File: src/sv/cft_pkg.sv
`timescale 1ns / 1ps
// Shared types, character codes and helpers for the CSV field tokenizer.
// Used by cft_ctrl, cft_dp and the top level; depends on nothing.
package cft_pkg;

    localparam logic [6:0] FIELD_LIMIT   = 7'd64;
    localparam logic [6:0] FIELD_CAP_RST = 7'd64;

    localparam logic [7:0] CH_QUOTE = 8'h22;
    localparam logic [7:0] CH_COMMA = 8'h2C;
    localparam logic [7:0] CH_TAB   = 8'h09;
    localparam logic [7:0] CH_SPACE = 8'h20;

    localparam logic OP_DATA = 1'b0;
    localparam logic OP_EOL  = 1'b1;

    localparam logic [1:0] KIND_CHAR = 2'd0;
    localparam logic [1:0] KIND_FEND = 2'd1;
    localparam logic [1:0] KIND_LEND = 2'd2;

    typedef enum logic [2:0] {
        MODE_BETWEEN = 3'd0,
        MODE_LEAD    = 3'd1,
        MODE_PLAIN   = 3'd2,
        MODE_QUOTED  = 3'd3,
        MODE_QSEEN   = 3'd4,
        MODE_SKIP    = 3'd5
    } mode_t;

    typedef enum logic [2:0] {
        S_IDLE,
        S_EXEC,
        S_FLUSH,
        S_CHAR,
        S_FEND,
        S_LEND
    } state_t;

    typedef enum logic [1:0] {
        SEL_PEND,
        SEL_CHAR,
        SEL_FEND,
        SEL_LEND
    } sel_t;

    typedef struct packed {
        logic capture;
        logic exec;
        logic emit;
        sel_t sel;
        logic last;
    } cmd_t;

    typedef struct packed {
        logic fend;
        logic lend;
        logic chr;
        logic flush_nz;
        logic flush_last;
        logic out_free;
    } status_t;

    function automatic logic is_space(input logic [7:0] b);
        is_space = (b == CH_SPACE) || (b >= 8'd9 && b <= 8'd13);
    endfunction

endpackage

File: src/sv/csv_field_tokenizer.sv
`timescale 1ns / 1ps
// CSV field tokenizer, top level. A word is taken in the idle state and decoded in
// the next; each result it causes then goes out through the output register, and
// no new word is taken until its last result is emitted. A flushed whitespace
// run sends one held byte per cycle from pending memory while the output is free.
// rst_n clears parse state, counters and the field cap (to 64) asynchronously.
module csv_field_tokenizer
    import cft_pkg::*;
#(
    parameter int CELL_LENGTH   = 256,
    parameter int PENDING_DEPTH = 31
)
(
    input  logic       clk,
    input  logic       rst_n,
    input  logic       cfg_valid,
    output logic       cfg_ready,
    input  logic [6:0] cfg_field_cap,
    input  logic       in_valid,
    output logic       in_ready,
    input  logic       opcode,
    input  logic [7:0] in_byte,
    output logic       out_valid,
    input  logic       out_ready,
    output logic [1:0] result_kind,
    output logic [7:0] out_char,
    output logic [5:0] field_index,
    output logic [6:0] field_total,
    output logic       cell_overflow,
    output logic       last
);

    cmd_t    cmd;
    status_t status;

    assign cfg_ready = 1'b1;

    cft_ctrl u_ctrl (
        .clk      (clk),
        .rst_n    (rst_n),
        .in_valid (in_valid),
        .in_ready (in_ready),
        .status   (status),
        .cmd      (cmd)
    );

    cft_dp #(
        .CELL_LENGTH   (CELL_LENGTH),
        .PENDING_DEPTH (PENDING_DEPTH)
    ) u_dp (
        .clk            (clk),
        .rst_n          (rst_n),
        .cmd            (cmd),
        .status         (status),
        .cfg_valid      (cfg_valid),
        .cfg_field_cap  (cfg_field_cap),
        .opcode         (opcode),
        .in_byte        (in_byte),
        .out_valid      (out_valid),
        .out_ready      (out_ready),
        .result_kind    (result_kind),
        .out_char       (out_char),
        .field_index    (field_index),
        .field_total    (field_total),
        .cell_overflow  (cell_overflow),
        .last           (last)
    );

endmodule

File: src/sv/cft_ctrl.sv
`timescale 1ns / 1ps
// Sequencer for the tokenizer: takes a word, runs its decode step and then
// steps through the results it causes. Depends on cft_pkg.
module cft_ctrl
    import cft_pkg::*;
(
    input  logic    clk,
    input  logic    rst_n,
    input  logic    in_valid,
    output logic    in_ready,
    input  status_t status,
    output cmd_t    cmd
);

    state_t state_reg, state_next;

    always_ff @(posedge clk or negedge rst_n)
    begin
        if (!rst_n)
        begin
            state_reg <= S_IDLE;
        end
        else
        begin
            state_reg <= state_next;
        end
    end

    always_comb
    begin
        state_next  = state_reg;
        in_ready    = 1'b0;
        cmd.capture = 1'b0;
        cmd.exec    = 1'b0;
        cmd.emit    = 1'b0;
        cmd.sel     = SEL_CHAR;
        cmd.last    = 1'b0;
        case (state_reg)
            S_IDLE:
            begin
                in_ready = 1'b1;
                if (in_valid)
                begin
                    cmd.capture = 1'b1;
                    state_next  = S_EXEC;
                end
            end
            S_EXEC:
            begin
                cmd.exec = 1'b1;
                if (status.fend)
                begin
                    state_next = S_FEND;
                end
                else if (status.lend)
                begin
                    state_next = S_LEND;
                end
                else if (status.chr)
                begin
                    state_next = status.flush_nz ? S_FLUSH : S_CHAR;
                end
                else
                begin
                    state_next = S_IDLE;
                end
            end
            S_FLUSH:
            begin
                cmd.sel = SEL_PEND;
                if (status.out_free)
                begin
                    cmd.emit = 1'b1;
                    if (status.flush_last)
                    begin
                        state_next = S_CHAR;
                    end
                end
            end
            S_CHAR:
            begin
                cmd.sel  = SEL_CHAR;
                cmd.last = 1'b1;
                if (status.out_free)
                begin
                    cmd.emit   = 1'b1;
                    state_next = S_IDLE;
                end
            end
            S_FEND:
            begin
                cmd.sel  = SEL_FEND;
                cmd.last = !status.lend;
                if (status.out_free)
                begin
                    cmd.emit   = 1'b1;
                    state_next = status.lend ? S_LEND : S_IDLE;
                end
            end
            S_LEND:
            begin
                cmd.sel  = SEL_LEND;
                cmd.last = 1'b1;
                if (status.out_free)
                begin
                    cmd.emit   = 1'b1;
                    state_next = S_IDLE;
                end
            end
            default:
            begin
                state_next = S_IDLE;
            end
        endcase
    end

endmodule

File: src/sv/cft_dp.sv
`timescale 1ns / 1ps
// Datapath of the tokenizer: parse state, pending whitespace memory,
// word decode and the output register. Depends on cft_pkg.
module cft_dp
    import cft_pkg::*;
#(
    parameter int CELL_LENGTH   = 256,
    parameter int PENDING_DEPTH = 31
)
(
    input  logic       clk,
    input  logic       rst_n,
    input  cmd_t       cmd,
    output status_t    status,
    input  logic       cfg_valid,
    input  logic [6:0] cfg_field_cap,
    input  logic       opcode,
    input  logic [7:0] in_byte,
    output logic       out_valid,
    input  logic       out_ready,
    output logic [1:0] result_kind,
    output logic [7:0] out_char,
    output logic [5:0] field_index,
    output logic [6:0] field_total,
    output logic       cell_overflow,
    output logic       last
);

    localparam int CLW = $clog2(CELL_LENGTH);
    localparam int PCW = $clog2(PENDING_DEPTH + 1);
    localparam int PAW = (PENDING_DEPTH > 1) ? $clog2(PENDING_DEPTH) : 1;
    localparam logic [CLW-1:0] CELL_MAX = CLW'(CELL_LENGTH - 1);
    localparam logic [PCW-1:0] PEND_MAX = PCW'(PENDING_DEPTH);

    logic [7:0]     pend_mem [PENDING_DEPTH];
    logic [7:0]     rd_data_reg;
    logic [PAW-1:0] rd_addr;
    logic           mem_we;

    logic [6:0]     field_cap_reg;
    logic           op_reg;
    logic [7:0]     byte_reg;
    mode_t          mode_reg, mode_next;
    logic [6:0]     count_reg, count_next;
    logic [CLW-1:0] cell_len_reg, cell_len_next;
    logic           seen_reg, seen_next;
    logic [PCW-1:0] pcount_reg, pcount_next;
    logic           ovf_reg, ovf_next;
    logic [PCW-1:0] flush_cnt_reg, flush_cnt_next;
    logic [PCW-1:0] flush_idx_reg, flush_idx_next;
    logic [7:0]     char_reg, char_next;

    logic           out_valid_reg;
    logic [1:0]     kind_reg, kind_next;
    logic [7:0]     ochar_reg, ochar_next;
    logic [5:0]     idx_reg, idx_next;
    logic [6:0]     total_reg, total_next;
    logic           oovf_reg, oovf_next;
    logic           last_reg;

    logic [6:0]     limit;
    logic           field_open;
    logic           cell_full;
    mode_t          mode_eff, mode_dec;
    logic           plan_fend;
    logic           plan_chr;
    logic           do_store;
    logic [7:0]     store_byte;
    logic [PCW-1:0] idx_inc;
    logic           out_free;

    assign limit      = (field_cap_reg > FIELD_LIMIT) ? FIELD_LIMIT : field_cap_reg;
    assign field_open = !(mode_reg == MODE_BETWEEN && count_reg >= limit);
    assign cell_full  = (cell_len_reg == CELL_MAX);
    assign mode_eff   = (mode_reg == MODE_BETWEEN) ? MODE_LEAD : mode_reg;
    assign idx_inc    = flush_idx_reg + PCW'(1);
    assign out_free   = !out_valid_reg || out_ready;

    // Decode the held word against the current parse state
    always_comb
    begin
        mode_dec   = mode_eff;
        plan_fend  = 1'b0;
        do_store   = 1'b0;
        store_byte = byte_reg;
        if (op_reg == OP_EOL)
        begin
            plan_fend = (mode_reg != MODE_BETWEEN);
        end
        else if (field_open)
        begin
            case (mode_eff)
                MODE_LEAD:
                begin
                    if (byte_reg == CH_SPACE || byte_reg == CH_TAB)
                    begin
                        mode_dec = MODE_LEAD;
                    end
                    else if (byte_reg == CH_QUOTE)
                    begin
                        mode_dec = MODE_QUOTED;
                    end
                    else if (byte_reg == CH_COMMA)
                    begin
                        plan_fend = 1'b1;
                    end
                    else
                    begin
                        mode_dec = MODE_PLAIN;
                        do_store = 1'b1;
                    end
                end
                MODE_PLAIN:
                begin
                    if (byte_reg == CH_COMMA)
                    begin
                        plan_fend = 1'b1;
                    end
                    else
                    begin
                        do_store = 1'b1;
                    end
                end
                MODE_QUOTED:
                begin
                    if (byte_reg == CH_QUOTE)
                    begin
                        mode_dec = MODE_QSEEN;
                    end
                    else
                    begin
                        do_store = 1'b1;
                    end
                end
                MODE_QSEEN:
                begin
                    if (byte_reg == CH_QUOTE)
                    begin
                        mode_dec   = MODE_QUOTED;
                        do_store   = 1'b1;
                        store_byte = CH_QUOTE;
                    end
                    else if (byte_reg == CH_COMMA)
                    begin
                        plan_fend = 1'b1;
                    end
                    else
                    begin
                        mode_dec = MODE_SKIP;
                    end
                end
                default:
                begin
                    if (byte_reg == CH_COMMA)
                    begin
                        plan_fend = 1'b1;
                    end
                    else
                    begin
                        mode_dec = MODE_SKIP;
                    end
                end
            endcase
        end
        plan_chr = do_store && !cell_full && !is_space(store_byte);
    end

    // State updates: decode step first, then the ones tied to emitted results
    always_comb
    begin
        mode_next      = mode_reg;
        count_next     = count_reg;
        cell_len_next  = cell_len_reg;
        seen_next      = seen_reg;
        pcount_next    = pcount_reg;
        ovf_next       = ovf_reg;
        flush_cnt_next = flush_cnt_reg;
        flush_idx_next = flush_idx_reg;
        char_next      = char_reg;
        mem_we         = 1'b0;
        if (cmd.exec && op_reg == OP_DATA && field_open && !plan_fend)
        begin
            mode_next = mode_dec;
            if (do_store)
            begin
                if (cell_full)
                begin
                    ovf_next = 1'b1;
                end
                else
                begin
                    cell_len_next = cell_len_reg + CLW'(1);
                    if (is_space(store_byte))
                    begin
                        if (seen_reg)
                        begin
                            if (pcount_reg < PEND_MAX)
                            begin
                                mem_we      = 1'b1;
                                pcount_next = pcount_reg + PCW'(1);
                            end
                            else
                            begin
                                ovf_next = 1'b1;
                            end
                        end
                    end
                    else
                    begin
                        // hand the held run to the flush sequence
                        flush_cnt_next = pcount_reg;
                        flush_idx_next = '0;
                        pcount_next    = '0;
                        seen_next      = 1'b1;
                        char_next      = store_byte;
                    end
                end
            end
        end
        if (cmd.emit)
        begin
            case (cmd.sel)
                SEL_PEND:
                begin
                    flush_idx_next = idx_inc;
                end
                SEL_FEND:
                begin
                    if (count_reg != 7'd127)
                    begin
                        count_next = count_reg + 7'd1;
                    end
                    mode_next     = MODE_BETWEEN;
                    cell_len_next = '0;
                    seen_next     = 1'b0;
                    pcount_next   = '0;
                    ovf_next      = 1'b0;
                end
                SEL_LEND:
                begin
                    count_next    = '0;
                    mode_next     = MODE_BETWEEN;
                    cell_len_next = '0;
                    seen_next     = 1'b0;
                    pcount_next   = '0;
                    ovf_next      = 1'b0;
                end
                default:
                begin
                end
            endcase
        end
    end

    // Prefetch: keep rd_data_reg on the entry the flush is about to send
    always_comb
    begin
        if (cmd.exec)
        begin
            rd_addr = '0;
        end
        else if (cmd.emit && cmd.sel == SEL_PEND && idx_inc < PEND_MAX)
        begin
            rd_addr = idx_inc[PAW-1:0];
        end
        else if (flush_idx_reg < PEND_MAX)
        begin
            rd_addr = flush_idx_reg[PAW-1:0];
        end
        else
        begin
            rd_addr = '0;
        end
    end

    always_ff @(posedge clk)
    begin
        if (mem_we)
        begin
            pend_mem[pcount_reg[PAW-1:0]] <= store_byte;
        end
        rd_data_reg <= pend_mem[rd_addr];
    end

    always_comb
    begin
        kind_next  = KIND_CHAR;
        ochar_next = 8'd0;
        idx_next   = count_reg[5:0];
        total_next = 7'd0;
        oovf_next  = ovf_reg;
        case (cmd.sel)
            SEL_PEND:
            begin
                ochar_next = rd_data_reg;
            end
            SEL_CHAR:
            begin
                ochar_next = char_reg;
            end
            SEL_FEND:
            begin
                kind_next = KIND_FEND;
            end
            SEL_LEND:
            begin
                kind_next  = KIND_LEND;
                idx_next   = 6'd0;
                total_next = count_reg;
                oovf_next  = 1'b0;
            end
            default:
            begin
            end
        endcase
    end

    always_ff @(posedge clk or negedge rst_n)
    begin
        if (!rst_n)
        begin
            field_cap_reg <= FIELD_CAP_RST;
            mode_reg      <= MODE_BETWEEN;
            count_reg     <= '0;
            cell_len_reg  <= '0;
            seen_reg      <= 1'b0;
            pcount_reg    <= '0;
            ovf_reg       <= 1'b0;
            flush_cnt_reg <= '0;
            flush_idx_reg <= '0;
            out_valid_reg <= 1'b0;
        end
        else
        begin
            if (cfg_valid)
            begin
                field_cap_reg <= cfg_field_cap;
            end
            mode_reg      <= mode_next;
            count_reg     <= count_next;
            cell_len_reg  <= cell_len_next;
            seen_reg      <= seen_next;
            pcount_reg    <= pcount_next;
            ovf_reg       <= ovf_next;
            flush_cnt_reg <= flush_cnt_next;
            flush_idx_reg <= flush_idx_next;
            if (cmd.emit)
            begin
                out_valid_reg <= 1'b1;
            end
            else if (out_ready)
            begin
                out_valid_reg <= 1'b0;
            end
        end
    end

    always_ff @(posedge clk)
    begin
        char_reg <= char_next;
        if (cmd.capture)
        begin
            op_reg   <= opcode;
            byte_reg <= in_byte;
        end
        if (cmd.emit)
        begin
            kind_reg  <= kind_next;
            ochar_reg <= ochar_next;
            idx_reg   <= idx_next;
            total_reg <= total_next;
            oovf_reg  <= oovf_next;
            last_reg  <= cmd.last;
        end
    end

    assign status.fend       = plan_fend;
    assign status.lend       = (op_reg == OP_EOL);
    assign status.chr        = plan_chr;
    assign status.flush_nz   = (pcount_reg != '0);
    assign status.flush_last = (idx_inc == flush_cnt_reg);
    assign status.out_free   = out_free;

    assign out_valid     = out_valid_reg;
    assign result_kind   = kind_reg;
    assign out_char      = ochar_reg;
    assign field_index   = idx_reg;
    assign field_total   = total_reg;
    assign cell_overflow = oovf_reg;
    assign last          = last_reg;

endmodule

File: config.mk
export PLATFORM = sky130hd
export DESIGN_NAME = csv_field_tokenizer
export DESIGN_NICKNAME = d
export VERILOG_FILES = /design/src/sv/cft_pkg.sv /design/src/sv/csv_field_tokenizer.sv /design/src/sv/cft_ctrl.sv /design/src/sv/cft_dp.sv
export SDC_FILE = /design/constraint.sdc
export NUM_CORES = 1
export LEC_CHECK = 0
export ABC_AREA = 1
export BUFFER_PORTS_ARGS = -buffer_cell sky130_fd_sc_hd__buf_2
export CORE_ASPECT_RATIO = 2
export CORE_MARGIN = 5
export CORE_UTILIZATION = 55
export DETAILED_ROUTE_END_ITERATION = 16
export GPL_ROUTABILITY_DRIVEN = 1
export HOLD_SLACK_MARGIN = 0.1
export PLACE_DENSITY = 0.75
export SYNTH_ARGS = -nofsm -noshare
export SYNTH_HDL_FRONTEND = slang
export SYNTH_SLANG_ARGS = --single-unit
File: constraint.sdc
create_clock -name clk -period 7.6 [get_ports clk]
set_input_delay 1.9 -clock clk [delete_from_list [all_inputs] [get_ports clk]]
set_output_delay 1.9 -clock clk [all_outputs]
set_load 0.005 [all_outputs]
# Word-level counts from Yosys, hierarchy flattened
# Memory sizes are Yosys's and may differ from the RTL's. A register that Yosys moved wholly into a read port is not among the register bits.
# Cells that the tools add are included.
[word_totals]
regBits = 88
latch_bits = 0
mem_bits_rw = 248
rom_bits = 0
n_memories = 1
[op_classes]
addsub = 4
n_mul = 0
n_div = 0
magnitude_cmp = 7
n_eq_ne = 26
shifts = 0
mux = 100
bitwise_logic = 3
reduce_logical = 30
[mem_list]
columns = ["name", "words", "width", "rd", "rd_ports_with_merged_regs", "wr", "line", "text"]
rows = [
  ["u_dp.pend_mem", 31, 8, 1, 1, 1, "cft_dp.sv:35", "logic [7:0] pend_mem [PENDING_DEPTH];"],
]
[ops]
columns = ["op", "n"]
rows = [
  ["5-bit 2-to-1 mux", 17],
  ["8-bit 2-to-1 mux", 9],
  ["3-bit 2-to-1 mux", 21],
  ["1-bit 2-to-1 mux", 42],
  ["8-bit by 6-bit equality test with 1-bit output (second input constant)", 4],
  ["3-bit one-hot mux with 4 select lines", 2],
  ["8-bit one-hot mux with 2 select lines", 1],
  ["5-bit less-than comparator (second input constant)", 3],
  ["3-bit one-hot mux with 5 select lines", 1],
  ["7-bit 2-to-1 mux", 2],
  ["7-bit one-hot mux with 2 select lines", 1],
  ["3-bit by 2-bit equality test with 1-bit output (second input constant)", 4],
  ["5-bit by 1-bit adder with 5-bit output (second input constant)", 2],
  ["3-bit equality test (second input constant)", 3],
  ["1-bit logical AND", 9],
  ["8-bit by 1-bit adder with 8-bit output (second input constant)", 1],
  ["8-bit by 4-bit equality test with 1-bit output (second input constant)", 1],
  ["8-bit equality test (second input constant)", 1],
  ["8-bit by 4-bit greater-or-equal comparator with 1-bit output (second input constant)", 1],
  ["8-bit by 4-bit <= comparator with 1-bit output (second input constant)", 1],
  ["2-bit by 1-bit != test with 1-bit output (second input constant)", 4],
  ["7-bit by 1-bit adder with 7-bit output (second input constant)", 1],
  ["7-bit greater-or-equal comparator", 1],
  ["7-bit greater-than comparator (second input constant)", 1],
  ["other kinds (22)", 37],
]

# Longest topological paths before layout
# Gate-level depths: netlist of the first run.
[logic_depth]
depth_word = 15
depth_mapped = 18
depth_no_buf = 17

# Hierarchy
# From an unflattened synthesis of the first run, not the netlist that was laid out.
[hier_totals]
hier_cells = 1440
hier_area_um2 = 15295.9
[modules_own_cells]
columns = ["module", "n_inst", "cells_each", "area_each_um2"]
rows = [
  ["cft_dp", 1, 1378, 14975.6],
  ["cft_ctrl", 1, 60, 309.0],
  ["csv_field_tokenizer", 1, 2, 11.3],
]

# Worst setup path before layout of the first run
# OpenSTA, ideal clock, no wires.
[synth_timing]
kind = "in2reg"
from = "input out_ready"
to = "register u_dp.oovf_reg (netlist: u_dp.cell_overflow), enable pin"
setup_time_ns = 0.407
arrival_ns = 3.247
setup_slack_ns = 3.946
stages = 4
cell_sequence = "or2_0 -> buf_2 -> inv_1 -> nor2_1"
[synth_rtl]
columns = ["item", "line", "text"]
rows = [
  ["start, declared", "csv_field_tokenizer.sv:24", "input logic out_ready,"],
  ["end signal, assigned", "cft_dp.sv:372", "oovf_reg <= oovf_next;"],
  ["end, declared", "cft_dp.sv:58", "logic oovf_reg, oovf_next;"],
]

# Worst setup path in the final report of the first run
[layout_timing]
from = "input out_ready"
to = "register u_dp.rd_data_reg[4] (read register of u_dp.pend_mem)"
[layout_between]
elab_chain_len = 7
[layout_rtl]
columns = ["item", "line", "text"]
rows = [
  ["1-bit logical OR", "cft_dp.sv:77", "assign out_free = !out_valid_reg || out_ready;"],
  ["1-bit 2-to-1 mux", "-", ""],
  ["3-bit one-hot mux with 4 select lines", "cft_ctrl.sv:38", "case (state_reg)"],
  ["1-bit logical AND (2 in series)", "cft_dp.sv:262", "else if (cmd.emit && cmd.sel == SEL_PEND && idx_inc < PEND_MAX)"],
  ["5-bit 2-to-1 mux", "cft_dp.sv:262", ""],
  ["5-bit 2-to-1 mux", "cft_dp.sv:258", "if (cmd.exec)"],
  ["end, declared", "cft_dp.sv:36", "logic [7:0] rd_data_reg;"],
]
# No other way between the ends.
# A chain may end at the register's enable or synchronous reset.

==> metrics.csv, run 1 <==
stage,metric,value,unit
worst_setup_path,R2R Setup Slk,3030,ps
layout,Largest register FFs,248,
floorplan,die area,31500,µm²
logic_synthesis,largest family of logic cells by synthesized area,simple AND/OR/NAND/NOR gates,
worst_setup_path,R2R depth,14,
worst_setup_path,FF-to-FF Start,u_dp.field_cap_reg[2]$_DFFE_PN0P_,
floorplan,Core Area,27500,µm²
worst_hold_path,HP Start,u_dp.flush_cnt_reg[2]$_DFFE_PN0P_,
timing,setup tns final,0,ps
worst_setup_path,"Buf+Inv Stages, Crit Path",2,
cts,Worst-path clk slew,70,ps
power,Net Sw Frac,0.391,
placed_design,dpl ws,2250,ps
logic_synthesis,Adder-Cell Fraction of Synth Area,0.0114,
power,Logic pwr share,0.356,
cts,Root Driver,clkbuf_16,
global_routing,GRT Resource Usage Total,0.248,
floorplan,boundary pin count,49,
logic_synthesis,sequential fraction of the synthesis area,0.654,
worst_setup_path,worst path required time,8090,ps
layout,layout cells sized above 1,0.115,
power,Peak supply drop,383,µV
routing,TritonRoute pass-1 iters,6,
timing,Fmax achieved,209,MHz
timing,Worst-Margin Slew,1130,ps
timing,final setup fails,0,
routing,DR vias/cell,5.96,
worst_setup_path,crit-path leading delay family,simple AND/OR/NAND/NOR gates,
routing,wire per inst,21.4,µm
worst_setup_path,WS Path Type,input pin to register,
cts,CTS Hold Bufs,0,
cts,TritonCTS Buffers,27,
global_routing,vias in the first global route,11000,
logic_synthesis,Commonest cells post-synth,"nand3_1, edfxtp_1, nand2_1",
global_routing,pin count of the biggest net entering global routing,100,
worst_setup_path,Worst path slowest cell,nand2_4,
worst_setup_path,Critical Path Fanout Max,62,
routing,Routed Antenna Nets,0,
worst_setup_path,Crit Reg-Reg Endpoint,u_dp.pend_mem[1][3]$_DFFE_PP_,
power,Pint,0.00378,W
worst_hold_path,hold depth,2,
logic_synthesis,mapped cell area,15300,µm²
worst_setup_path,Startpoint Class,input pin,
worst_setup_path,CP most frequent cell,nand3_1,
floorplan,Initial Util,0.556,
layout,area delta synth->final,8.76,%
logic_synthesis,Compound-Gate Fraction of Synth Area,0.0349,
logic_synthesis,mux cell area share after synthesis,0.00294,
logic_synthesis,Mean Syn Cell Area,10.8,µm²
timing,crit share post-route,0.629,
timing,setup slack after layout,2820,ps
cts,CTS Sinks,344,
floorplan,placement row count,86,
worst_setup_path,CP Capture Type,register,
power,Flop pwr share,0.391,
cts,post-cts resize count,0,
timing,minimum clock period,4780,ps
timing,Slew Limit Headroom,0.245,
layout,# diodes,0,
cts,postcts setup bufs,0,
power,Leakage,6.44,nW
routing,vias,10800,
routing,starting DRC count in detailed routing,931,
cts,clk_lat worst skew,550,ps
layout,nets,1468,
placed_design,port buffer count,47,
status,outcome,finished clean,
logic_synthesis,Mapped Cells,1422,
power,PwrDens,373,nW/µm²
placed_design,GP Congestion,0.922,
logic_synthesis,synth unique cells,48,
timing,final hold vios,0,
cts,CTS Buffer Depth,3,
power,switching power,0.00243,W
logic_synthesis,cell taking the most area after synthesis,edfxtp_1,
logic_synthesis,Synth Area in XOR/XNOR,0.00392,
timing,unrepaired setup endpoints after global routing,no,
global_routing,first-pass GRT wire length,59700,µm
power,clock power share,0.253,
cts,CTS tree,built,
cts,H-tree levels,1,
logic_synthesis,Synth Flop Type,edfxtp_1,
worst_hold_path,WHS Endpoint,u_dp.flush_cnt_reg[2]$_DFFE_PN0P_,
logic_synthesis,synth warn,0,
routing,drt total wl,38700,µm
global_routing,gr ovfl total,0,
worst_hold_path,HP Class,register to register,
placed_design,DPL Wire Length,24900,µm
worst_setup_path,max incr delay on CP,680,ps
logic_synthesis,top-area cell type share of the netlist area,0.568,
layout,final-layout fill cell count,2219,
timing,"Slew Viols, Final",0,
logic_synthesis,number of synthesized register bits,344,
logic_synthesis,post-synthesis async set-or-reset flop share,0.134,
worst_setup_path,critical-path cell list,"buf_2, or2_0, nand2_2, nor2_1, nand2_1, nand2_4, nand2_4, buf_4, nand2_1, nand3_1, nand3_1, nand3_1, nand3_1, nand2_1",
logic_synthesis,simple-gate share of the synthesized area,0.235,
timing,skew final,16.5,ps
logic_synthesis,Area contributors post-synth,"edfxtp_1, nand3_1, dfrtp_1, nand2_1, inv_1",
routing,drt drc,0,
logic_synthesis,Synth Net Count,1457,
floorplan,die height,246,µm
run,Max-Cap Viols,0,
floorplan,Die W,128,µm
worst_setup_path,WP data arrival,5270,ps
logic_synthesis,"count leader, synth",nand3_1,
global_routing,initial antenna violation count,0,
logic_synthesis,"EDFF count, synth",290,
[placed cells by master (no fill, tap or decap), types with 3 or more instances in the layout]
| master | Yosys | routed |
|---|---|---|
| nor2_4 | 4 | 4 |
| nor2_2 | 4 | 5 |
| nor2_1 | 87 | 86 |
| dfxtp_1 | 8 | 8 |
| mux2_2 | 4 | 4 |
| o21a_1 | 3 | 3 |
| inv_2 | 13 | 13 |
| nand4_1 | 8 | 8 |
| clkinv_2 | 0 | 8 |
| dfrtp_1 | 45 | 45 |
| buf_4 | 19 | 14 |
| edfxtp_1 | 290 | 290 |
| nand3_1 | 359 | 359 |
| bufinv_16 | 0 | 7 |
| a21oi_1 | 30 | 30 |
| o21ai_1 | 10 | 10 |
| a211oi_1 | 3 | 3 |
| nand4_2 | 4 | 4 |
| inv_1 | 99 | 99 |
| clkinv_1 | 2 | 4 |
| nand2_4 | 0 | 3 |
| nand2_2 | 11 | 8 |
| o22ai_1 | 4 | 4 |
| nand2_1 | 253 | 253 |
| o211ai_1 | 6 | 6 |
| nand3b_1 | 7 | 7 |
| clkbuf_16 | 0 | 28 |
| o21ai_0 | 33 | 33 |
| buf_2 | 28 | 47 |
| xor2_1 | 3 | 3 |
| ha_1 | 14 | 14 |
| nor3_1 | 8 | 8 |
| a31oi_1 | 3 | 3 |
| nand3_2 | 6 | 6 |
[metal layers]
| metal | global-route usage | wire, µm | vias up |
|---|---|---|---|
| met3 | 0.0265 | 2460 | 129 |
| met4 | 0.186 | 3220 | 0 |
| met5 | 0 | 0 | - |
| li1 | - | - | 4983 |
| met1 | 0.252 | 12200 | 5153 |
| met2 | 0.454 | 20700 | 490 |
[how the worst max path moves through the flow]
| stage | from | end | slack (ps) | depth (start not counted) |
|---|---|---|---|---|
| floorplan | out_ready | u_dp.cell_overflow$_SDFFCE_PN0P_ | 3950 | 4 |
| global placement | out_ready | u_dp.rd_data_reg[4]$_DFF_P_ | 2290 | 13 |
| detailed placement | out_ready | u_dp.rd_data_reg[4]$_DFF_P_ | 2250 | 13 |
| CTS | out_ready | u_dp.rd_data_reg[4]$_DFF_P_ | 2800 | 14 |
| global route | out_ready | u_dp.rd_data_reg[4]$_DFF_P_ | 2550 | 14 |
| finish | out_ready | u_dp.rd_data_reg[4]$_DFF_P_ | 2820 | 14 |
[cell families after synthesis]
family,after synthesis
and+or+nand+nor,764
DFF,344
buffers and inverters,193
AOI/OAI and AO/OA,96
adders and majority gates,14
xor gates and xnor gates,6
muxes,4
other,1
[stage by stage]
stage	instance area (µm²)	util	power, W	hold slack [ps]	instances
after detailed placement	15700	0.569	0.00466	509	1756
after global placement	15700	0.569	0.00461	501	1756
after floorplan	15300	-	0.00400	463	1422
after global routing	16700	0.605	0.00653	575	1805
final	16700	0.605	0.00622	522	1805
after CTS	16700	0.605	0.00622	524	1805
[power groups by stage]
stage	clock network [W]	logic [W]	registers [W]
2_1_floorplan	0	0.00159	0.00241
3_3_place_gp	0	0.00215	0.00246
3_5_place_dp	0	0.00220	0.00246
4_1_cts	0.00158	0.00221	0.00243
5_1_grt	0.00166	0.00242	0.00244
6_report	0.00157	0.00222	0.00243
[cell type report]
cell class	count	area (µm²)	area share
multi-input combinational	885	4440	0.266
clock buffer	28	701	0.0420
timing repair buffer	61	340	0.0204
inverter	114	428	0.0257
tap	352	440	0.0264
sequential	344	10000	0.601
clock inverter	21	299	0.0179
[worst register-to-register path, stage by stage (launching register included)]
cell	delay (ps)
dfrtp_1	400
nor4_1	290
nand3_1	130
nand2_1	140
nand2_1	70
ha_1	330
a21oi_1	160
o21ai_0	110
nand4_1	80
o211ai_1	160
nand2_1	230
nand4_4	190
nor2_4	540
nand4_2	550
nor2_1	830
(Power assumes the default switching activity.)
==> run 2, diff against run 1 <==
PLACE_DENSITY = 0.78   (was 0.75)
clock period = 4.1 ns   (was 7.6 ns; I/O delays follow)
==> run 2 against run 1 <==
Sequential power is 84% higher; final cell count grew 2.3%; die area unchanged.
==> metrics.csv, run 2 (synthesis results as in run 1) <==
stage,metric,value,unit
worst_setup_path,Startpoint Class,register,
global_routing,gr ovfl total,0,
layout,Largest register FFs,248,
timing,unrepaired setup endpoints after global routing,yes,
timing,"Slew Viols, Final",0,
global_routing,first-pass GRT wire length,59700,µm
timing,Fmax achieved,274,MHz
cts,CTS Buffer Depth,3,
global_routing,pin count of the biggest net entering global routing,81,
cts,Root Driver,clkbuf_16,
floorplan,Core Area,27500,µm²
worst_setup_path,CP endpoint,u_dp.pend_mem[3][5]$_DFFE_PP_,
floorplan,die area,31500,µm²
worst_setup_path,CP Capture Type,register,
cts,CTS tree,built,
placed_design,GP Congestion,0.956,
routing,drt drc,0,
routing,vias,10900,
floorplan,boundary pin count,49,
layout,layout cells sized above 1,0.136,
routing,TritonRoute pass-1 iters,6,
cts,postcts setup bufs,0,
worst_setup_path,Critical Path Fanout Max,8,
timing,skew final,26.2,ps
power,Leakage,6.61,nW
cts,H-tree levels,1,
layout,"commonest non-fill, non-tap cell in the layout",nand3_1,
layout,"commonest cells after routing, fill and taps aside","nand3_1, edfxtp_1, nand2_1",
worst_hold_path,HP Class,register to register,
routing,Routed Antenna Nets,0,
cts,Worst-path clk slew,70,ps
worst_setup_path,R2R Setup Slk,450,ps
power,PwrDens,669,nW/µm²
cts,TritonCTS Buffers,26,
global_routing,GRT Resource Usage Total,0.247,
floorplan,die height,246,µm
worst_setup_path,Crit Reg-Reg Endpoint,u_dp.pend_mem[3][5]$_DFFE_PP_,
worst_setup_path,Worst Setup SP,u_dp.field_cap_reg[2]$_DFFE_PN0P_,
status,outcome,finished clean,
power,Total Power,0.0113,W
layout,nets,1509,
cts,CTS Hold Bufs,0,
floorplan,placement row count,86,
layout,# diodes,0,
layout,area delta synth->final,10.1,%
routing,starting DRC count in detailed routing,1128,
routing,drt total wl,38600,µm
worst_setup_path,R2R depth,15,
worst_setup_path,WP data arrival,3920,ps
timing,Slew Limit Headroom,0.270,
floorplan,Die W,128,µm
layout,final-layout fill cell count,2198,
global_routing,initial antenna violation count,0,
timing,final hold vios,0,
layout,"Core Util, Final",0.613,
timing,crit share post-route,0.891,
placed_design,DPL Wire Length,26100,µm
timing,minimum clock period,3650,ps
global_routing,vias in the first global route,10900,
power,Peak supply drop,601,µV
placed_design,port buffer count,47,
cts,CTS Sinks,344,
worst_setup_path,worst path required time,4370,ps
worst_setup_path,WS Path Type,register to register,
worst_setup_path,FF-to-FF Start,u_dp.field_cap_reg[2]$_DFFE_PN0P_,
routing,wire per inst,20.9,µm
cts,clk_lat worst skew,570,ps
run,Max-Cap Viols,0,
floorplan,Initial Util,0.556,
timing,Worst-Margin Slew,1090,ps
timing,Fin Hold WS,520,ps
routing,DR vias/cell,5.91,
cts,post-cts resize count,0,
timing,final setup fails,0,
## run 2: changes by cell type in the layout (fill, tap and decap cells not counted), sizes merged
cell and change:
buf +42, bufinv -5, clkbuf +8, clkinv -5, clkinvlp -1, inv +2
## run 2: worst min path at each step
stage,cells after the start,start,slack (ps),endpoint
3_3_place_gp,2,u_dp.flush_cnt_reg[4]$_DFFE_PN0P_,490,u_dp.flush_cnt_reg[4]$_DFFE_PN0P_
6_report,2,u_dp.flush_cnt_reg[2]$_DFFE_PN0P_,520,u_dp.flush_cnt_reg[2]$_DFFE_PN0P_
3_5_place_dp,2,u_dp.flush_cnt_reg[2]$_DFFE_PN0P_,500,u_dp.flush_cnt_reg[2]$_DFFE_PN0P_
4_1_cts,2,u_dp.flush_cnt_reg[2]$_DFFE_PN0P_,520,u_dp.flush_cnt_reg[2]$_DFFE_PN0P_
5_1_grt,2,u_dp.flush_cnt_reg[4]$_DFFE_PN0P_,550,u_dp.flush_cnt_reg[4]$_DFFE_PN0P_
2_1_floorplan,2,u_dp.ovf_reg$_DFF_PN0_,460,u_dp.ovf_reg$_DFF_PN0_
## run 2: per-stage QoR
stage               setup TNS (ps)  cell area (µm²)  cells  setup slack [ps]
global route                  -171            16900   1846             -21.3
global placement                 0            16000   1798               552
CTS                              0            16900   1846               472
floorplan                        0            15300   1422              1010
finish                           0            16900   1846               447
detailed placement               0            16000   1798               520
## run 2: critical path, cell delays in order (launching register included)
cell and delay, ps:
dfrtp_1 400, nor4_1 300, nand3_1 130, nand2_1 140, nand2_1 70, ha_1 330
a21oi_1 150, o21ai_0 90, nand4_1 80, o211ai_1 160, nand2_1 200, nand4_4 170
nor2_4 220, nand4_2 250, nor2_1 410, buf_4 250
## run 2: where the power goes
group	switching [W]	total (W)	internal, W
clock	0.00117	0.00256	0.00138
combinational	0.00309	0.00426	0.00117
sequential	0.000246	0.00448	0.00424
## run 2: final cells by class
cell class,instances,area (µm²),area share
sequential,344,10000,0.594
timing repair buffer,103,693,0.0411
multi-input combinational,885,4440,0.263
clock buffer,36,728,0.0431
tap,352,440,0.0261
clock inverter,12,130,0.00771
inverter,114,428,0.0254
## run 2: per-layer routing
| metal | vias up | global-route usage | wire length [µm] |
|---|---|---|---|
| met5 | - | 0 | 0 |
| met1 | 5173 | 0.251 | 12300 |
| li1 | 5061 | - | - |
| met3 | 171 | 0.0282 | 2360 |
| met2 | 499 | 0.454 | 20600 |
| met4 | 0 | 0.182 | 3300 |
==> run 3, diff against run 2 <==
RECOVER_POWER = 50   (was not set)
==> run 3 against run 2 <==
The run now ends with max-capacitance violations, max-slew violations left; core utilization is 0.10 points lower; global-route usage stayed put; final cell count stayed put; clock skew is 0.55 ps higher; via count is 0.49% higher; die area stayed put; largest power group unchanged.
==> metrics.csv, run 3 (synthesis results as in run 1) <==
stage,metric,value,unit
status,outcome,finished with violations,
status,failing checks,"max-capacitance violations, max-slew violations",
worst_setup_path,Worst Setup SP,u_dp.field_cap_reg[2]$_DFFE_PN0P_,
timing,unrepaired setup endpoints after global routing,yes,
timing,Fmax achieved,274,MHz
routing,vias,11000,
cts,TritonCTS Buffers,26,
floorplan,placement row count,86,
floorplan,die height,246,µm
layout,"commonest cells after routing, fill and taps aside","nand3_1, edfxtp_1, nand2_1",
timing,Worst-Margin Slew,2580,ps
routing,wire per inst,20.8,µm
cts,Root Driver,clkbuf_16,
layout,area delta synth->final,9.96,%
worst_hold_path,HP Class,register to register,
worst_setup_path,CP Capture Type,register,
worst_setup_path,worst path required time,4370,ps
worst_setup_path,WP data arrival,3920,ps
layout,nets,1509,
power,Total Power,0.0113,W
layout,Largest register FFs,248,
cts,H-tree levels,1,
cts,CTS Buffer Depth,3,
floorplan,Core Area,27500,µm²
timing,final hold vios,0,
placed_design,port buffer count,47,
global_routing,gr ovfl total,0,
worst_setup_path,FF-to-FF Start,u_dp.field_cap_reg[2]$_DFFE_PN0P_,
timing,"Slew Viols, Final",80,
layout,Finished Layout Cells,1846,
routing,drt drc,0,
routing,Routed Antenna Nets,0,
worst_hold_path,hold depth,2,
cts,CTS Hold Bufs,0,
floorplan,Die W,128,µm
cts,CTS tree,built,
floorplan,Initial Util,0.556,
layout,"Core Util, Final",0.612,
placed_design,cell count after placement,1798,
worst_hold_path,HP Start,u_dp.flush_cnt_reg[3]$_DFFE_PN0P_,
cts,Worst-path clk slew,70,ps
layout,layout cells sized above 1,0.129,
placed_design,dpl ws,520,ps
timing,skew final,26.8,ps
worst_setup_path,R2R depth,15,
timing,minimum clock period,3650,ps
placed_design,DPL Wire Length,26100,µm
routing,TritonRoute pass-1 iters,6,
placed_design,GP Congestion,0.956,
worst_setup_path,critical-path cell list,"nor4_1, nand3_1, nand2_1, nand2_1, ha_1, a21oi_1, o21ai_0, nand4_1, o211ai_1, nand2_1, nand4_4, nor2_4, nand4_2, nor2_1, buf_4",
global_routing,pin count of the biggest net entering global routing,81,
power,Peak supply drop,596,µV
worst_setup_path,WS Path Type,register to register,
layout,# diodes,0,
global_routing,GRT Resource Usage Total,0.247,
global_routing,vias in the first global route,10900,
worst_setup_path,Worst path slowest cell,nor2_1,
power,Leakage,6.59,nW
power,PwrDens,670,nW/µm²
floorplan,die area,31500,µm²
worst_setup_path,max incr delay on CP,420,ps
cts,post-cts resize count,0,
worst_setup_path,Critical Path Fanout Max,8,
timing,Slew Limit Headroom,-0.718,
timing,crit share post-route,0.890,
global_routing,first-pass GRT wire length,59700,µm
timing,final setup fails,0,
worst_setup_path,Startpoint Class,register,
routing,drt total wl,38500,µm
routing,DR vias/cell,5.94,
global_routing,initial antenna violation count,0,
timing,setup slack after layout,450,ps
cts,CTS Sinks,344,
cts,postcts setup bufs,0,
floorplan,boundary pin count,49,
layout,"commonest non-fill, non-tap cell in the layout",nand3_1,
cts,clk_lat worst skew,570,ps
routing,starting DRC count in detailed routing,1004,
run,Max-Cap Viols,2,
worst_setup_path,CP most frequent cell,nand2_1,
[run 3: cell types whose count changed in the layout (fill, tap and decap cells not counted), sizes merged]
| cell | delta |
|---|---|
| clkbuf | +8 |
| buf | -8 |
[run 3: final timing paths]
kind / slack [ps] / end
setup reg to reg: 450 / u_dp.pend_mem[3][1]$_DFFE_PP_
hold reg to reg: 520 / u_dp.flush_cnt_reg[3]$_DFFE_PN0P_
setup / recovery: 450 / u_dp.pend_mem[3][1]$_DFFE_PP_
min in group asynchronous: 1270 / u_dp.cell_len_reg[1]$_DFF_PN0_
hold / removal: 520 / u_dp.flush_cnt_reg[3]$_DFFE_PN0P_
max in group asynchronous: 1370 / u_dp.mode_reg[0]$_DFF_PN0_
[run 3: report_power, final]
part / switching (W) / total, W / internal (W)
combinational: 0.00309 / 0.00425 / 0.00116
sequential: 0.000245 / 0.00449 / 0.00425
clock: 0.00118 / 0.00256 / 0.00138
total: 0.00451 / 0.0113 / 0.00679
[run 3: worst max-delay path: cells and delay by family, from the launching register on]
| kind | cells | cell delay (ps) |
|---|---|---|
| AND/OR/NAND/NOR | 10 | 1960 |
| flip-flops | 1 | 400 |
| AO/OA/AOI/OAI | 3 | 400 |
| adder cells (fa/ha/maj) | 1 | 330 |
| buffers and inverters | 1 | 250 |
[run 3: routing by layer]
layer,track usage,vias to the layer above,wire length [µm]
met3,0.0282,166,2310
met1,0.251,5219,12200
met5,0,-,0
met2,0.454,513,20700
met4,0.182,0,3210
li1,-,5059,-
[run 3: per-stage QoR]
| step | instance area (µm²) | hold WS (ps) | TNS, ps |
|---|---|---|---|
| after global routing | 16800 | 551 | -171 |
| after floorplan | 15300 | 463 | 0 |
| after global placement | 16000 | 493 | 0 |
| final | 16800 | 518 | 0 |
| after detailed placement | 16000 | 501 | 0 |
| after CTS | 16900 | 519 | 0 |
[run 3: final cells by class]
class,instances,area [µm²]
multi-input cells,885,4430
clock buffers,36,728
well taps,352,440
clock inverters,12,130
repair buffers,103,668
flip-flops and latches,344,10000
inverters,114,428
fillers,2209,10700
